--- src/design/yrc_pkg.sv ---
// Shared types, register indexes, codes and color coefficients of the YUV 4:2:0 to RGB24 converter.
package yrc_pkg;

   localparam int MAX_WIDTH_DEFAULT  = 2048;
   localparam int MAX_HEIGHT_DEFAULT = 2048;

   localparam int CSR_ADDR_W = 2;
   localparam int CSR_DATA_W = 12;
   localparam int OFFSET_W   = 24;
   localparam int ACC_W      = 23;

   localparam logic [CSR_ADDR_W-1:0] CSR_FRAME_WIDTH  = 2'd0;
   localparam logic [CSR_ADDR_W-1:0] CSR_FRAME_HEIGHT = 2'd1;
   localparam logic [CSR_ADDR_W-1:0] CSR_ORIENTATION  = 2'd2;

   localparam logic [CSR_DATA_W-1:0] FRAME_WIDTH_RESET  = 12'd640;
   localparam logic [CSR_DATA_W-1:0] FRAME_HEIGHT_RESET = 12'd480;

   localparam logic [1:0] ORIENT_NORMAL = 2'd0;
   localparam logic [1:0] ORIENT_ROTATE = 2'd1;
   localparam logic [1:0] ORIENT_FLIP   = 2'd2;

   localparam logic [1:0] LAST_PIXEL = 2'd3;

   // Q12 coefficients: 2.032, -0.394, -0.581 and 1.140 rounded to 1/4096.
   localparam logic signed [ACC_W-1:0] COEF_BU  = 23'sd8323;
   localparam logic signed [ACC_W-1:0] COEF_GU  = -23'sd1614;
   localparam logic signed [ACC_W-1:0] COEF_GV  = -23'sd2380;
   localparam logic signed [ACC_W-1:0] COEF_RV  = 23'sd4669;
   localparam logic signed [ACC_W-1:0] Q12_HALF = 23'sd2048;

   typedef struct packed {
      logic [7:0] luma_top_left;
      logic [7:0] luma_top_right;
      logic [7:0] luma_bottom_left;
      logic [7:0] luma_bottom_right;
      logic [7:0] chroma_u;
      logic [7:0] chroma_v;
   } req_type;

   typedef struct packed {
      logic [7:0]          blue;
      logic [7:0]          green;
      logic [7:0]          red;
      logic [OFFSET_W-1:0] byte_offset;
      logic                last_of_group;
   } rsp_type;

   typedef struct packed {
      logic signed [ACC_W-1:0] bu;
      logic signed [ACC_W-1:0] gu;
      logic signed [ACC_W-1:0] gv;
      logic signed [ACC_W-1:0] rv;
   } chroma_type;

   typedef struct packed {
      logic [7:0] blue;
      logic [7:0] green;
      logic [7:0] red;
   } color_type;

   typedef struct packed {
      color_type [3:0]                 color;
      logic      [3:0][OFFSET_W-1:0]   offset;
   } group_type;

endpackage

--- src/design/yrc_lane.sv ---
// One color lane: adds luma to the shared chroma terms and clamps blue, green and red.
module yrc_lane (
   input  logic                  clock,
   input  logic                  enable,
   input  logic [7:0]            luma,
   input  yrc_pkg::chroma_type   chroma,
   output yrc_pkg::color_type    color
);

   logic signed [yrc_pkg::ACC_W-1:0] y_q12;
   logic signed [yrc_pkg::ACC_W-1:0] acc_b;
   logic signed [yrc_pkg::ACC_W-1:0] acc_g;
   logic signed [yrc_pkg::ACC_W-1:0] acc_r;
   yrc_pkg::color_type               color_ff;
   yrc_pkg::color_type               color_in;

   // Negative sums go to zero; anything at or above 256.0 saturates.
   function automatic logic [7:0] clamp_q12(input logic signed [yrc_pkg::ACC_W-1:0] acc);
      if (acc[yrc_pkg::ACC_W-1]) begin
         return 8'h00;
      end else if (|acc[yrc_pkg::ACC_W-2:20]) begin
         return 8'hFF;
      end else begin
         return acc[19:12];
      end
   endfunction

   always_comb begin
      y_q12 = $signed({3'b000, luma, 12'h000});
      acc_b = y_q12 + $signed(chroma.bu) + yrc_pkg::Q12_HALF;
      acc_g = y_q12 + $signed(chroma.gu) + $signed(chroma.gv) + yrc_pkg::Q12_HALF;
      acc_r = y_q12 + $signed(chroma.rv) + yrc_pkg::Q12_HALF;
      color_in.blue  = clamp_q12(acc_b);
      color_in.green = clamp_q12(acc_g);
      color_in.red   = clamp_q12(acc_r);
   end

   always_ff @(posedge clock) begin
      if (enable) begin
         color_ff <= color_in;
      end
   end

   assign color = color_ff;

endmodule

--- src/design/yrc_offset.sv ---
// Byte offset unit: one shared multiply, then the four pixel offsets of a group.
module yrc_offset #(
   parameter int MAX_WIDTH  = yrc_pkg::MAX_WIDTH_DEFAULT,
   parameter int MAX_HEIGHT = yrc_pkg::MAX_HEIGHT_DEFAULT
) (
   input  logic                                   clock,
   input  logic                                   en_product,
   input  logic                                   en_offset,
   input  logic [1:0]                             orientation,
   input  logic [$clog2(MAX_WIDTH/2+1):0]         width,
   input  logic [$clog2(MAX_HEIGHT/2+1):0]        height,
   input  logic [((MAX_WIDTH/2>1)?$clog2(MAX_WIDTH/2):1)-1:0]   column_pair,
   input  logic [((MAX_HEIGHT/2>1)?$clog2(MAX_HEIGHT/2):1)-1:0] row_pair,
   output logic [3:0][yrc_pkg::OFFSET_W-1:0]      offset
);

   localparam int WW  = $clog2(MAX_WIDTH/2+1) + 1;
   localparam int HW  = $clog2(MAX_HEIGHT/2+1) + 1;
   localparam int MW  = (WW > HW) ? WW : HW;
   localparam int OW  = yrc_pkg::OFFSET_W;

   logic [MW-1:0]   mul_a;
   logic [MW-1:0]   mul_b;
   logic [OW-1:0]   add_term;
   logic [OW-1:0]   step_right;
   logic [OW-1:0]   step_down;
   logic [OW-1:0]   width_x3;
   logic [OW-1:0]   height_x3;
   logic [OW-1:0]   column_x6;
   logic [OW-1:0]   row_x6;
   logic [OW-1:0]   col24;
   logic [OW-1:0]   row24;

   logic [2*MW-1:0] product_ff;
   logic [OW-1:0]   add_ff;
   logic [OW-1:0]   right_ff;
   logic [OW-1:0]   down_ff;
   logic [OW-1:0]   both_ff;

   logic [OW-1:0]   product24;
   logic [OW-1:0]   top;
   logic [3:0][OW-1:0] offset_ff;
   logic [3:0][OW-1:0] offset_in;

   always_comb begin
      width_x3   = OW'(width) + (OW'(width) << 1);
      height_x3  = OW'(height) + (OW'(height) << 1);
      col24      = OW'(column_pair);
      row24      = OW'(row_pair);
      column_x6  = (col24 << 2) + (col24 << 1);
      row_x6     = (row24 << 2) + (row24 << 1);
      // Each layout is 3 * (a * b) + add, with its own right and down strides.
      unique case (orientation)
         yrc_pkg::ORIENT_ROTATE: begin
            mul_a      = MW'(height);
            mul_b      = MW'({column_pair, 1'b0});
            add_term   = row_x6;
            step_right = height_x3;
            step_down  = OW'(3);
         end
         yrc_pkg::ORIENT_FLIP: begin
            mul_a      = MW'(width);
            mul_b      = MW'(height) - MW'(1) - MW'({row_pair, 1'b0});
            add_term   = column_x6;
            step_right = OW'(3);
            step_down  = '0 - width_x3;
         end
         default: begin
            mul_a      = MW'(width);
            mul_b      = MW'({row_pair, 1'b0});
            add_term   = column_x6;
            step_right = OW'(3);
            step_down  = width_x3;
         end
      endcase
   end

   always_ff @(posedge clock) begin
      if (en_product) begin
         product_ff <= mul_a * mul_b;
         add_ff     <= add_term;
         right_ff   <= step_right;
         down_ff    <= step_down;
         both_ff    <= step_right + step_down;
      end
   end

   always_comb begin
      product24    = OW'(product_ff);
      top          = product24 + (product24 << 1) + add_ff;
      offset_in[0] = top;
      offset_in[1] = top + right_ff;
      offset_in[2] = top + down_ff;
      offset_in[3] = top + both_ff;
   end

   always_ff @(posedge clock) begin
      if (en_offset) begin
         offset_ff <= offset_in;
      end
   end

   assign offset = offset_ff;

endmodule

--- src/design/yrc_merge.sv ---
// Merge stage: holds one finished group and sends its four pixels one beat at a time.
module yrc_merge (
   input  logic                clock,
   input  logic                reset,
   input  logic                load_valid,
   input  yrc_pkg::group_type  group,
   output logic                can_load,
   output logic                rsp_valid,
   input  logic                rsp_ready,
   output yrc_pkg::rsp_type    rsp_data
);

   logic                valid_ff;
   logic                valid_in;
   logic [1:0]          idx_ff;
   logic [1:0]          idx_in;
   yrc_pkg::group_type  group_ff;

   assign can_load = !valid_ff || (rsp_ready && (idx_ff == yrc_pkg::LAST_PIXEL));

   always_comb begin
      valid_in = valid_ff;
      idx_in   = idx_ff;
      if (load_valid && can_load) begin
         valid_in = 1'b1;
         idx_in   = '0;
      end else if (valid_ff && rsp_ready) begin
         idx_in = idx_ff + 2'd1;
         if (idx_ff == yrc_pkg::LAST_PIXEL) begin
            valid_in = 1'b0;
         end
      end
   end

   always_ff @(posedge clock) begin
      if (reset) begin
         valid_ff <= 1'b0;
         idx_ff   <= '0;
      end else begin
         valid_ff <= valid_in;
         idx_ff   <= idx_in;
      end
   end

   always_ff @(posedge clock) begin
      if (can_load) begin
         group_ff <= group;
      end
   end

   always_comb begin
      rsp_data.blue          = group_ff.color[idx_ff].blue;
      rsp_data.green         = group_ff.color[idx_ff].green;
      rsp_data.red           = group_ff.color[idx_ff].red;
      rsp_data.byte_offset   = group_ff.offset[idx_ff];
      rsp_data.last_of_group = (idx_ff == yrc_pkg::LAST_PIXEL);
   end

   assign rsp_valid = valid_ff;

endmodule

--- src/design/yuv420_to_rgb24_converter.sv ---
// Top level of the YUV 4:2:0 to RGB24 converter: registers, group counters, pipeline and lanes.
//
// Each request beat carries one 2x2 luma group and its shared U and V samples, groups in
// raster order; each group gives four response beats (top-left, top-right, bottom-left,
// bottom-right) with BT.601 style Q12 color, clamped to 0..255, and the byte offset of the
// pixel in the RGB24 frame for the selected orientation, last_of_group marking the fourth.
// Group throughput is set by the one-pixel-per-beat response port, and so by its stalls;
// a new group is taken while the previous one is still being sent. The first pixel of a
// group is valid once it has passed the registered product stage, lane stage and merge
// buffer. Writing frame_width or frame_height restarts the frame.
module yuv420_to_rgb24_converter #(
   parameter int MAX_WIDTH  = yrc_pkg::MAX_WIDTH_DEFAULT,
   parameter int MAX_HEIGHT = yrc_pkg::MAX_HEIGHT_DEFAULT
) (
   input  logic                              clock,
   input  logic                              reset,
   input  logic                              req_valid,
   output logic                              req_ready,
   input  yrc_pkg::req_type                  req_data,
   output logic                              rsp_valid,
   input  logic                              rsp_ready,
   output yrc_pkg::rsp_type                  rsp_data,
   input  logic                              csr_we,
   input  logic [yrc_pkg::CSR_ADDR_W-1:0]    csr_addr,
   input  logic [yrc_pkg::CSR_DATA_W-1:0]    csr_wdata
);

   // Group counts per row and per column, and the widths that follow from them.
   localparam int MAXPW = MAX_WIDTH / 2;
   localparam int MAXPH = MAX_HEIGHT / 2;
   localparam int PWW   = $clog2(MAXPW + 1);
   localparam int PHW   = $clog2(MAXPH + 1);
   localparam int CPW   = (MAXPW > 1) ? $clog2(MAXPW) : 1;
   localparam int RPW   = (MAXPH > 1) ? $clog2(MAXPH) : 1;
   localparam int CIW   = PWW + 1;
   localparam int RIW   = PHW + 1;

   logic [yrc_pkg::CSR_DATA_W-1:0] frame_width_ff;
   logic [yrc_pkg::CSR_DATA_W-1:0] frame_width_in;
   logic [yrc_pkg::CSR_DATA_W-1:0] frame_height_ff;
   logic [yrc_pkg::CSR_DATA_W-1:0] frame_height_in;
   logic [1:0]                     orientation_ff;
   logic [1:0]                     orientation_in;
   logic [CPW-1:0]                 column_pair_ff;
   logic [CPW-1:0]                 column_pair_in;
   logic [RPW-1:0]                 row_pair_ff;
   logic [RPW-1:0]                 row_pair_in;

   logic [13:0]    width_half;
   logic [13:0]    height_half;
   logic [PWW-1:0] width_pairs;
   logic [PHW-1:0] height_pairs;
   logic [PWW:0]   width_eff;
   logic [PHW:0]   height_eff;

   logic           position_wrap;
   logic [CPW-1:0] column_now;
   logic [RPW-1:0] row_now;
   logic [CIW-1:0] column_inc;
   logic [RIW-1:0] row_inc;
   logic [CPW-1:0] column_next;
   logic [RPW-1:0] row_next;

   logic                  req_accept;
   logic                  s2_free;
   logic                  s3_free;
   logic                  s2_valid_ff;
   logic                  s3_valid_ff;
   logic                  merge_can_load;

   logic signed [9:0]                 chroma_u_s;
   logic signed [9:0]                 chroma_v_s;
   logic signed [yrc_pkg::ACC_W-1:0]  u_ext;
   logic signed [yrc_pkg::ACC_W-1:0]  v_ext;
   yrc_pkg::chroma_type               chroma_in;
   yrc_pkg::chroma_type               chroma_ff;
   logic [3:0][7:0]                   luma_in;
   logic [3:0][7:0]                   luma_ff;

   yrc_pkg::group_type                group;

   // Effective dimensions: even, and clamped between one group and the maximum.
   always_comb begin
      width_half  = 14'(frame_width_ff[yrc_pkg::CSR_DATA_W-1:1]);
      height_half = 14'(frame_height_ff[yrc_pkg::CSR_DATA_W-1:1]);
      if (width_half == 14'd0) begin
         width_pairs = PWW'(1);
      end else if (width_half > 14'(MAXPW)) begin
         width_pairs = PWW'(MAXPW);
      end else begin
         width_pairs = width_half[PWW-1:0];
      end
      if (height_half == 14'd0) begin
         height_pairs = PHW'(1);
      end else if (height_half > 14'(MAXPH)) begin
         height_pairs = PHW'(MAXPH);
      end else begin
         height_pairs = height_half[PHW-1:0];
      end
      width_eff  = {width_pairs, 1'b0};
      height_eff = {height_pairs, 1'b0};
   end

   // Position of the group being accepted and the position of the one after it.
   always_comb begin
      position_wrap = (CIW'(column_pair_ff) >= CIW'(width_pairs)) ||
                      (RIW'(row_pair_ff) >= RIW'(height_pairs));
      column_now    = position_wrap ? '0 : column_pair_ff;
      row_now       = position_wrap ? '0 : row_pair_ff;
      column_inc    = CIW'(column_now) + CIW'(1);
      row_inc       = RIW'(row_now) + RIW'(1);
      if (column_inc >= CIW'(width_pairs)) begin
         column_next = '0;
         row_next    = (row_inc >= RIW'(height_pairs)) ? '0 : row_inc[RPW-1:0];
      end else begin
         column_next = column_inc[CPW-1:0];
         row_next    = row_now;
      end
   end

   // Register writes; a dimension write sends the counters back to the frame start.
   always_comb begin
      frame_width_in  = frame_width_ff;
      frame_height_in = frame_height_ff;
      orientation_in  = orientation_ff;
      column_pair_in  = column_pair_ff;
      row_pair_in     = row_pair_ff;
      if (req_accept) begin
         column_pair_in = column_next;
         row_pair_in    = row_next;
      end
      if (csr_we) begin
         unique case (csr_addr)
            yrc_pkg::CSR_FRAME_WIDTH: begin
               frame_width_in = csr_wdata;
               column_pair_in = '0;
               row_pair_in    = '0;
            end
            yrc_pkg::CSR_FRAME_HEIGHT: begin
               frame_height_in = csr_wdata;
               column_pair_in  = '0;
               row_pair_in     = '0;
            end
            yrc_pkg::CSR_ORIENTATION: begin
               orientation_in = csr_wdata[1:0];
            end
            default: begin
            end
         endcase
      end
   end

   always_ff @(posedge clock) begin
      if (reset) begin
         frame_width_ff  <= yrc_pkg::FRAME_WIDTH_RESET;
         frame_height_ff <= yrc_pkg::FRAME_HEIGHT_RESET;
         orientation_ff  <= yrc_pkg::ORIENT_NORMAL;
         column_pair_ff  <= '0;
         row_pair_ff     <= '0;
      end else begin
         frame_width_ff  <= frame_width_in;
         frame_height_ff <= frame_height_in;
         orientation_ff  <= orientation_in;
         column_pair_ff  <= column_pair_in;
         row_pair_ff     <= row_pair_in;
      end
   end

   // Pipeline flow: each stage loads when it is empty or when its contents move on.
   assign s3_free    = !s3_valid_ff || merge_can_load;
   assign s2_free    = !s2_valid_ff || s3_free;
   assign req_ready  = s2_free;
   assign req_accept = req_valid && req_ready;

   always_ff @(posedge clock) begin
      if (reset) begin
         s2_valid_ff <= 1'b0;
         s3_valid_ff <= 1'b0;
      end else begin
         if (s2_free) begin
            s2_valid_ff <= req_valid;
         end
         if (s3_free) begin
            s3_valid_ff <= s2_valid_ff;
         end
      end
   end

   // Chroma products are shared by the four lanes of a group.
   always_comb begin
      chroma_u_s   = $signed({2'b00, req_data.chroma_u}) - 10'sd128;
      chroma_v_s   = $signed({2'b00, req_data.chroma_v}) - 10'sd128;
      u_ext        = yrc_pkg::ACC_W'(chroma_u_s);
      v_ext        = yrc_pkg::ACC_W'(chroma_v_s);
      chroma_in.bu = yrc_pkg::COEF_BU * u_ext;
      chroma_in.gu = yrc_pkg::COEF_GU * u_ext;
      chroma_in.gv = yrc_pkg::COEF_GV * v_ext;
      chroma_in.rv = yrc_pkg::COEF_RV * v_ext;
      luma_in[0]   = req_data.luma_top_left;
      luma_in[1]   = req_data.luma_top_right;
      luma_in[2]   = req_data.luma_bottom_left;
      luma_in[3]   = req_data.luma_bottom_right;
   end

   always_ff @(posedge clock) begin
      if (s2_free) begin
         chroma_ff <= chroma_in;
         luma_ff   <= luma_in;
      end
   end

   // Four color lanes, one per pixel of the group.
   for (genvar k = 0; k < 4; k++) begin : g_lane
      yrc_lane u_lane (
         .clock  (clock),
         .enable (s3_free),
         .luma   (luma_ff[k]),
         .chroma (chroma_ff),
         .color  (group.color[k])
      );
   end

   yrc_offset #(
      .MAX_WIDTH  (MAX_WIDTH),
      .MAX_HEIGHT (MAX_HEIGHT)
   ) u_offset (
      .clock       (clock),
      .en_product  (s2_free),
      .en_offset   (s3_free),
      .orientation (orientation_ff),
      .width       (width_eff),
      .height      (height_eff),
      .column_pair (column_now),
      .row_pair    (row_now),
      .offset      (group.offset)
   );

   yrc_merge u_merge (
      .clock      (clock),
      .reset      (reset),
      .load_valid (s3_valid_ff),
      .group      (group),
      .can_load   (merge_can_load),
      .rsp_valid  (rsp_valid),
      .rsp_ready  (rsp_ready),
      .rsp_data   (rsp_data)
   );

endmodule

--- config.mk ---
export PLATFORM = sky130hd
export DESIGN_NAME = yuv420_to_rgb24_converter
export DESIGN_NICKNAME = d
export VERILOG_FILES = /design/src/design/yrc_pkg.sv /design/src/design/yrc_lane.sv /design/src/design/yrc_offset.sv /design/src/design/yrc_merge.sv /design/src/design/yuv420_to_rgb24_converter.sv
export SDC_FILE = /design/constraint.sdc
export NUM_CORES = 2
export LEC_CHECK = 0
export ABC_AREA = 0
export BUFFER_PORTS_ARGS = -buffer_cell sky130_fd_sc_hd__buf_2
export CAP_MARGIN = 20
export CORE_UTILIZATION = 56
export DETAILED_ROUTE_END_ITERATION = 12
export PLACE_DENSITY = 0.73
export SLEW_MARGIN = 20
export SYNTH_ARGS = -nofsm -noshare
export SYNTH_HDL_FRONTEND = slang
export SYNTH_SLANG_ARGS = --single-unit
--- constraint.sdc ---
create_clock -name clock -period 11.6 [get_ports clock]
set_clock_uncertainty 0.15 [all_clocks]
set_input_delay 0.58 -clock clock [delete_from_list [all_inputs] [get_ports clock]]
set_output_delay 0.58 -clock clock [all_outputs]
set_load 0.01 [all_outputs]
==> flow_summary.yaml <==
route:
  routed-via-count: 30496
  post_drt_wl_per_cell_um: 19.5
  drt_iter0_drc: 2275
  via_per_inst: 5.74
  drc_errors: 0
  detail-route-antenna-nets: 0
  routed_wirelength_mm: 104
  dr.pass1.iters: 6
layout:
  finish.utilization_pct: 62.2
  seq_area_um2: 18200
  drive_gt1_share_pct: 8.23
  layout_commonest_cell: "ha_1"
  final_cell_mix: "ha_1 (601), edfxtp_1 (572), inv_1 (453), nand2_1 (278), fa_1 (242)"
  n_antenna_cell: 0
  area.growth.synth_to_final_pct: 9.28
  final_nets: 5110
  layout.cells.non_filler: 5311
  multiInputGateArea_um2: 26000
  nFillCells: 6409
critical_path:
  reg2regPathDepth: 42
  crit_slowest_cell: "o41ai_4"
  crit_buf_inv: 5
  end_kind: "flip-flop"
  timing.rr.end: "u_offset.product24[22]"
  max_stage_delay_ns: 0.56
  r2r-start: "frame_height_ff[6]"
  startpoint_type: "flip-flop"
  cp.arrival_ns: 11.03
  r2r_slack_ns: 0.76
  critPathTopFamily: "compound AO/OA/AOI/OAI gates"
  worstPathRequired_ns: 11.79
  cp_common_cell: "a21oi_1"
  crit_fanout: 18
  worstSetupPathType: "reg2reg"
power:
  leakagePower_nw: 23.0
  pwr_density_cell_nw_per_um2: 208
  peakVddDrop_mv: 0.200
hold_path:
  holdCritStartpoint: "csr_wdata[0]"
  hold_path_class: "in2reg"
  hold_end: "orientation_ff[0]"
  whs_path_depth: 3
synthesis:
  netlist_instances: 4030
  seq_area_frac_synth_pct: 39.4
  synth-edff-count: 572
  async_reset_ff_share_pct: 0
  synth_area_um2: 46100
  yosys_most_used_dff: "edfxtp_1"
  ys_types: 100
  ys_seq_elements: 621
  avgSynthCellArea_um2: 11.4
  ys.warnings.count: 0
  synthesis.nets: 4941
clocking:
  cts-buffers-inserted: 68
  clk_latency_ns: 0.63
  path_clk_slew_ns: 0.06
  clock-sinks: 621
  htree_levels: 3
  ctsLongestPathBuffers: 3
  cts_tree: "done"
  cts_root_buf: "clkbuf_16"
  post-cts-setup-buffers: 0
grt:
  grt_pass1_wl_mm: 164
  gr-total-overflow: 0
  grtUsageTotal_pct: 25.4
  grt_max_degree: 84
  grt_pass1_vias: 30244
  grt_antenna_before_repair: 2
place:
  dp.cells: 5158
  dpl.hpwl_mm: 81.6
  io_buffer_count: 117
  gp_congestion: 0.951
sta:
  min_period_ns: 10.84
  rsz0062_at_grt: "false"
  fin_crit_sh_pct: 93.4
  setup_viol: 0
  fmax_ghz: 0.0923
  relSlewSlack_pct: 30.6
  fin_setup_tns_ns: 0
  slew_violations: 0
  hold_violations: 0
  worst_slew_pin_slew_ns: 1.04
floorplanning:
  num_rows: 104
  num_io_pins: 118
  die_x_um: 289
  start_util_pct: 56.9
  core_region_area_um2: 81100
  die_area_um2: 83500
  fp.dieH_um: 289
outcome:
  outcome: "finished clean"
flow_run:
  max-cap-violations: 0
worst reg2reg max path, delay by kind of cell (launching register included):
family          cells  cell delay [ns]
compound gates     19             3.79
buf+inv             5             0.47
xor+xnor            1             0.16
fa+ha+maj           8             3.67
flops               1             0.32
simple gates        9             2.00
logic make-up after synthesis:
group                    synth area share, %
flip-flops                              39.4
AO/OA/AOI/OAI                           12.4
other                                0.00813
adder cells (fa/ha/maj)                 26.8
multiplexers                            2.54
buffers and inverters                   4.33
XOR/XNOR                                5.82
AND/OR/NAND/NOR                         8.65
per-stage QoR:
step                total power, mW  hold WS [ns]  cell area, µm²  setup slack (ns)
floorplan                      7.18         0.250           46100              1.63
finish                         10.5        0.0391           50400             0.764
global route                   11.2        0.0633           50400            0.0240
detailed placement             8.39         0.255           47900             0.626
CTS                            10.5        0.0167           50400             0.603
global placement               8.29         0.250           47900             0.879
cell usage after synthesis (9+ instances only):
cell        n  area [µm²]
nand2b_1   25         156
a31oi_1    13        81.3
and2_1     35         219
ha_1      602        7530
a22o_1     10        87.6
fa_1      242        4840
a21oi_2    10        87.6
mux4_2     47        1060
o21ai_0    99         495
nand2_1   279        1050
a41oi_1    12         105
nand4_1    16         100
dfxtp_1    49         981
o21a_1    139        1040
o41ai_1    13         114
and3_1     23         144
xnor2_1   232        2030
a21boi_0   22         165
o31ai_1    24         180
a21o_1     86         646
nand3_1    55         275
or3_1      11        68.8
buf_1      12        45.0
o21bai_1   42         315
o22ai_1    10        62.6
o211ai_1   14         105
nor3_1     51         255
a21oi_1   222        1110
edfxtp_1  572       17200
xor2_1     72         631
or4_1      15         113
a22oi_1    10        75.1
o21ai_1    12        60.1
clkbuf_1   50         188
inv_1     454        1700
or2_2       9        56.3
a211oi_1   15         113
nor2_1    238         893
nor2b_1    46         288
registers in the layout (all words and copies together) (netlist names):
name and cells:
u_merge.group_ff 191, g_lane.u_lane.color 96, u_offset.offset 95, chroma_ff 63, luma_ff 32, u_offset.both_ff 24, u_offset.product24 23, u_offset.down_ff 22
u_offset.right_ff 14, u_offset.add_ff 12, frame_height_ff 11, frame_width_ff 11, column_pair_ff 10, row_pair_ff 10, orientation_ff 2, u_merge.idx_ff 2
s2_valid_ff 1, s3_valid_ff 1, u_merge.rsp_valid 1
layer usage:
metal	GRT usage [%]	up-vias	routed length (µm)
li1	-	14747	-
met1	36.5	14698	47300
met2	38.9	887	45700
met3	5.50	162	8290
met4	7.26	2	2530
met5	0	-	7
area by class of cell:
type / count / area share, %
multi-input cells: 2883 / 51.6
flip-flops and latches: 621 / 36.0
clock buffers: 80 / 3.51
inverters: 455 / 3.40
well taps: 1060 / 2.63
repair buffers: 170 / 2.11
clock inverters: 42 / 0.747
timing repair:
action,CTS,global route
endpoints found under the hold margin,31,0
hold buffers,31,0
endpoints found under the setup margin,0,4
gates resized for setup,0,1
worst max-delay path by stage:
stage / from / endpoint / slack (ns) / depth (start not counted)
after floorplan: frame_width_ff[4] / u_offset.product24[22] / 1.63 / 45
after global placement: frame_height_ff[6] / u_offset.product24[22] / 0.88 / 42
after detailed placement: frame_height_ff[6] / u_offset.product24[23] / 0.63 / 39
after CTS: frame_height_ff[6] / u_offset.product24[23] / 0.60 / 39
after global routing: frame_height_ff[6] / u_offset.product24[22] / 0.02 / 42
final: frame_height_ff[6] / u_offset.product24[22] / 0.76 / 42
report_power, final:
group / internal [mW] / total (mW) / leakage (nW) / switching (mW)
clock: 1.16 / 2.07 / 1.03 / 0.916
sequential: 3.23 / 3.55 / 6.83 / 0.321
combinational: 2.14 / 4.87 / 15.1 / 2.72
(Power assumes the default switching activity.)
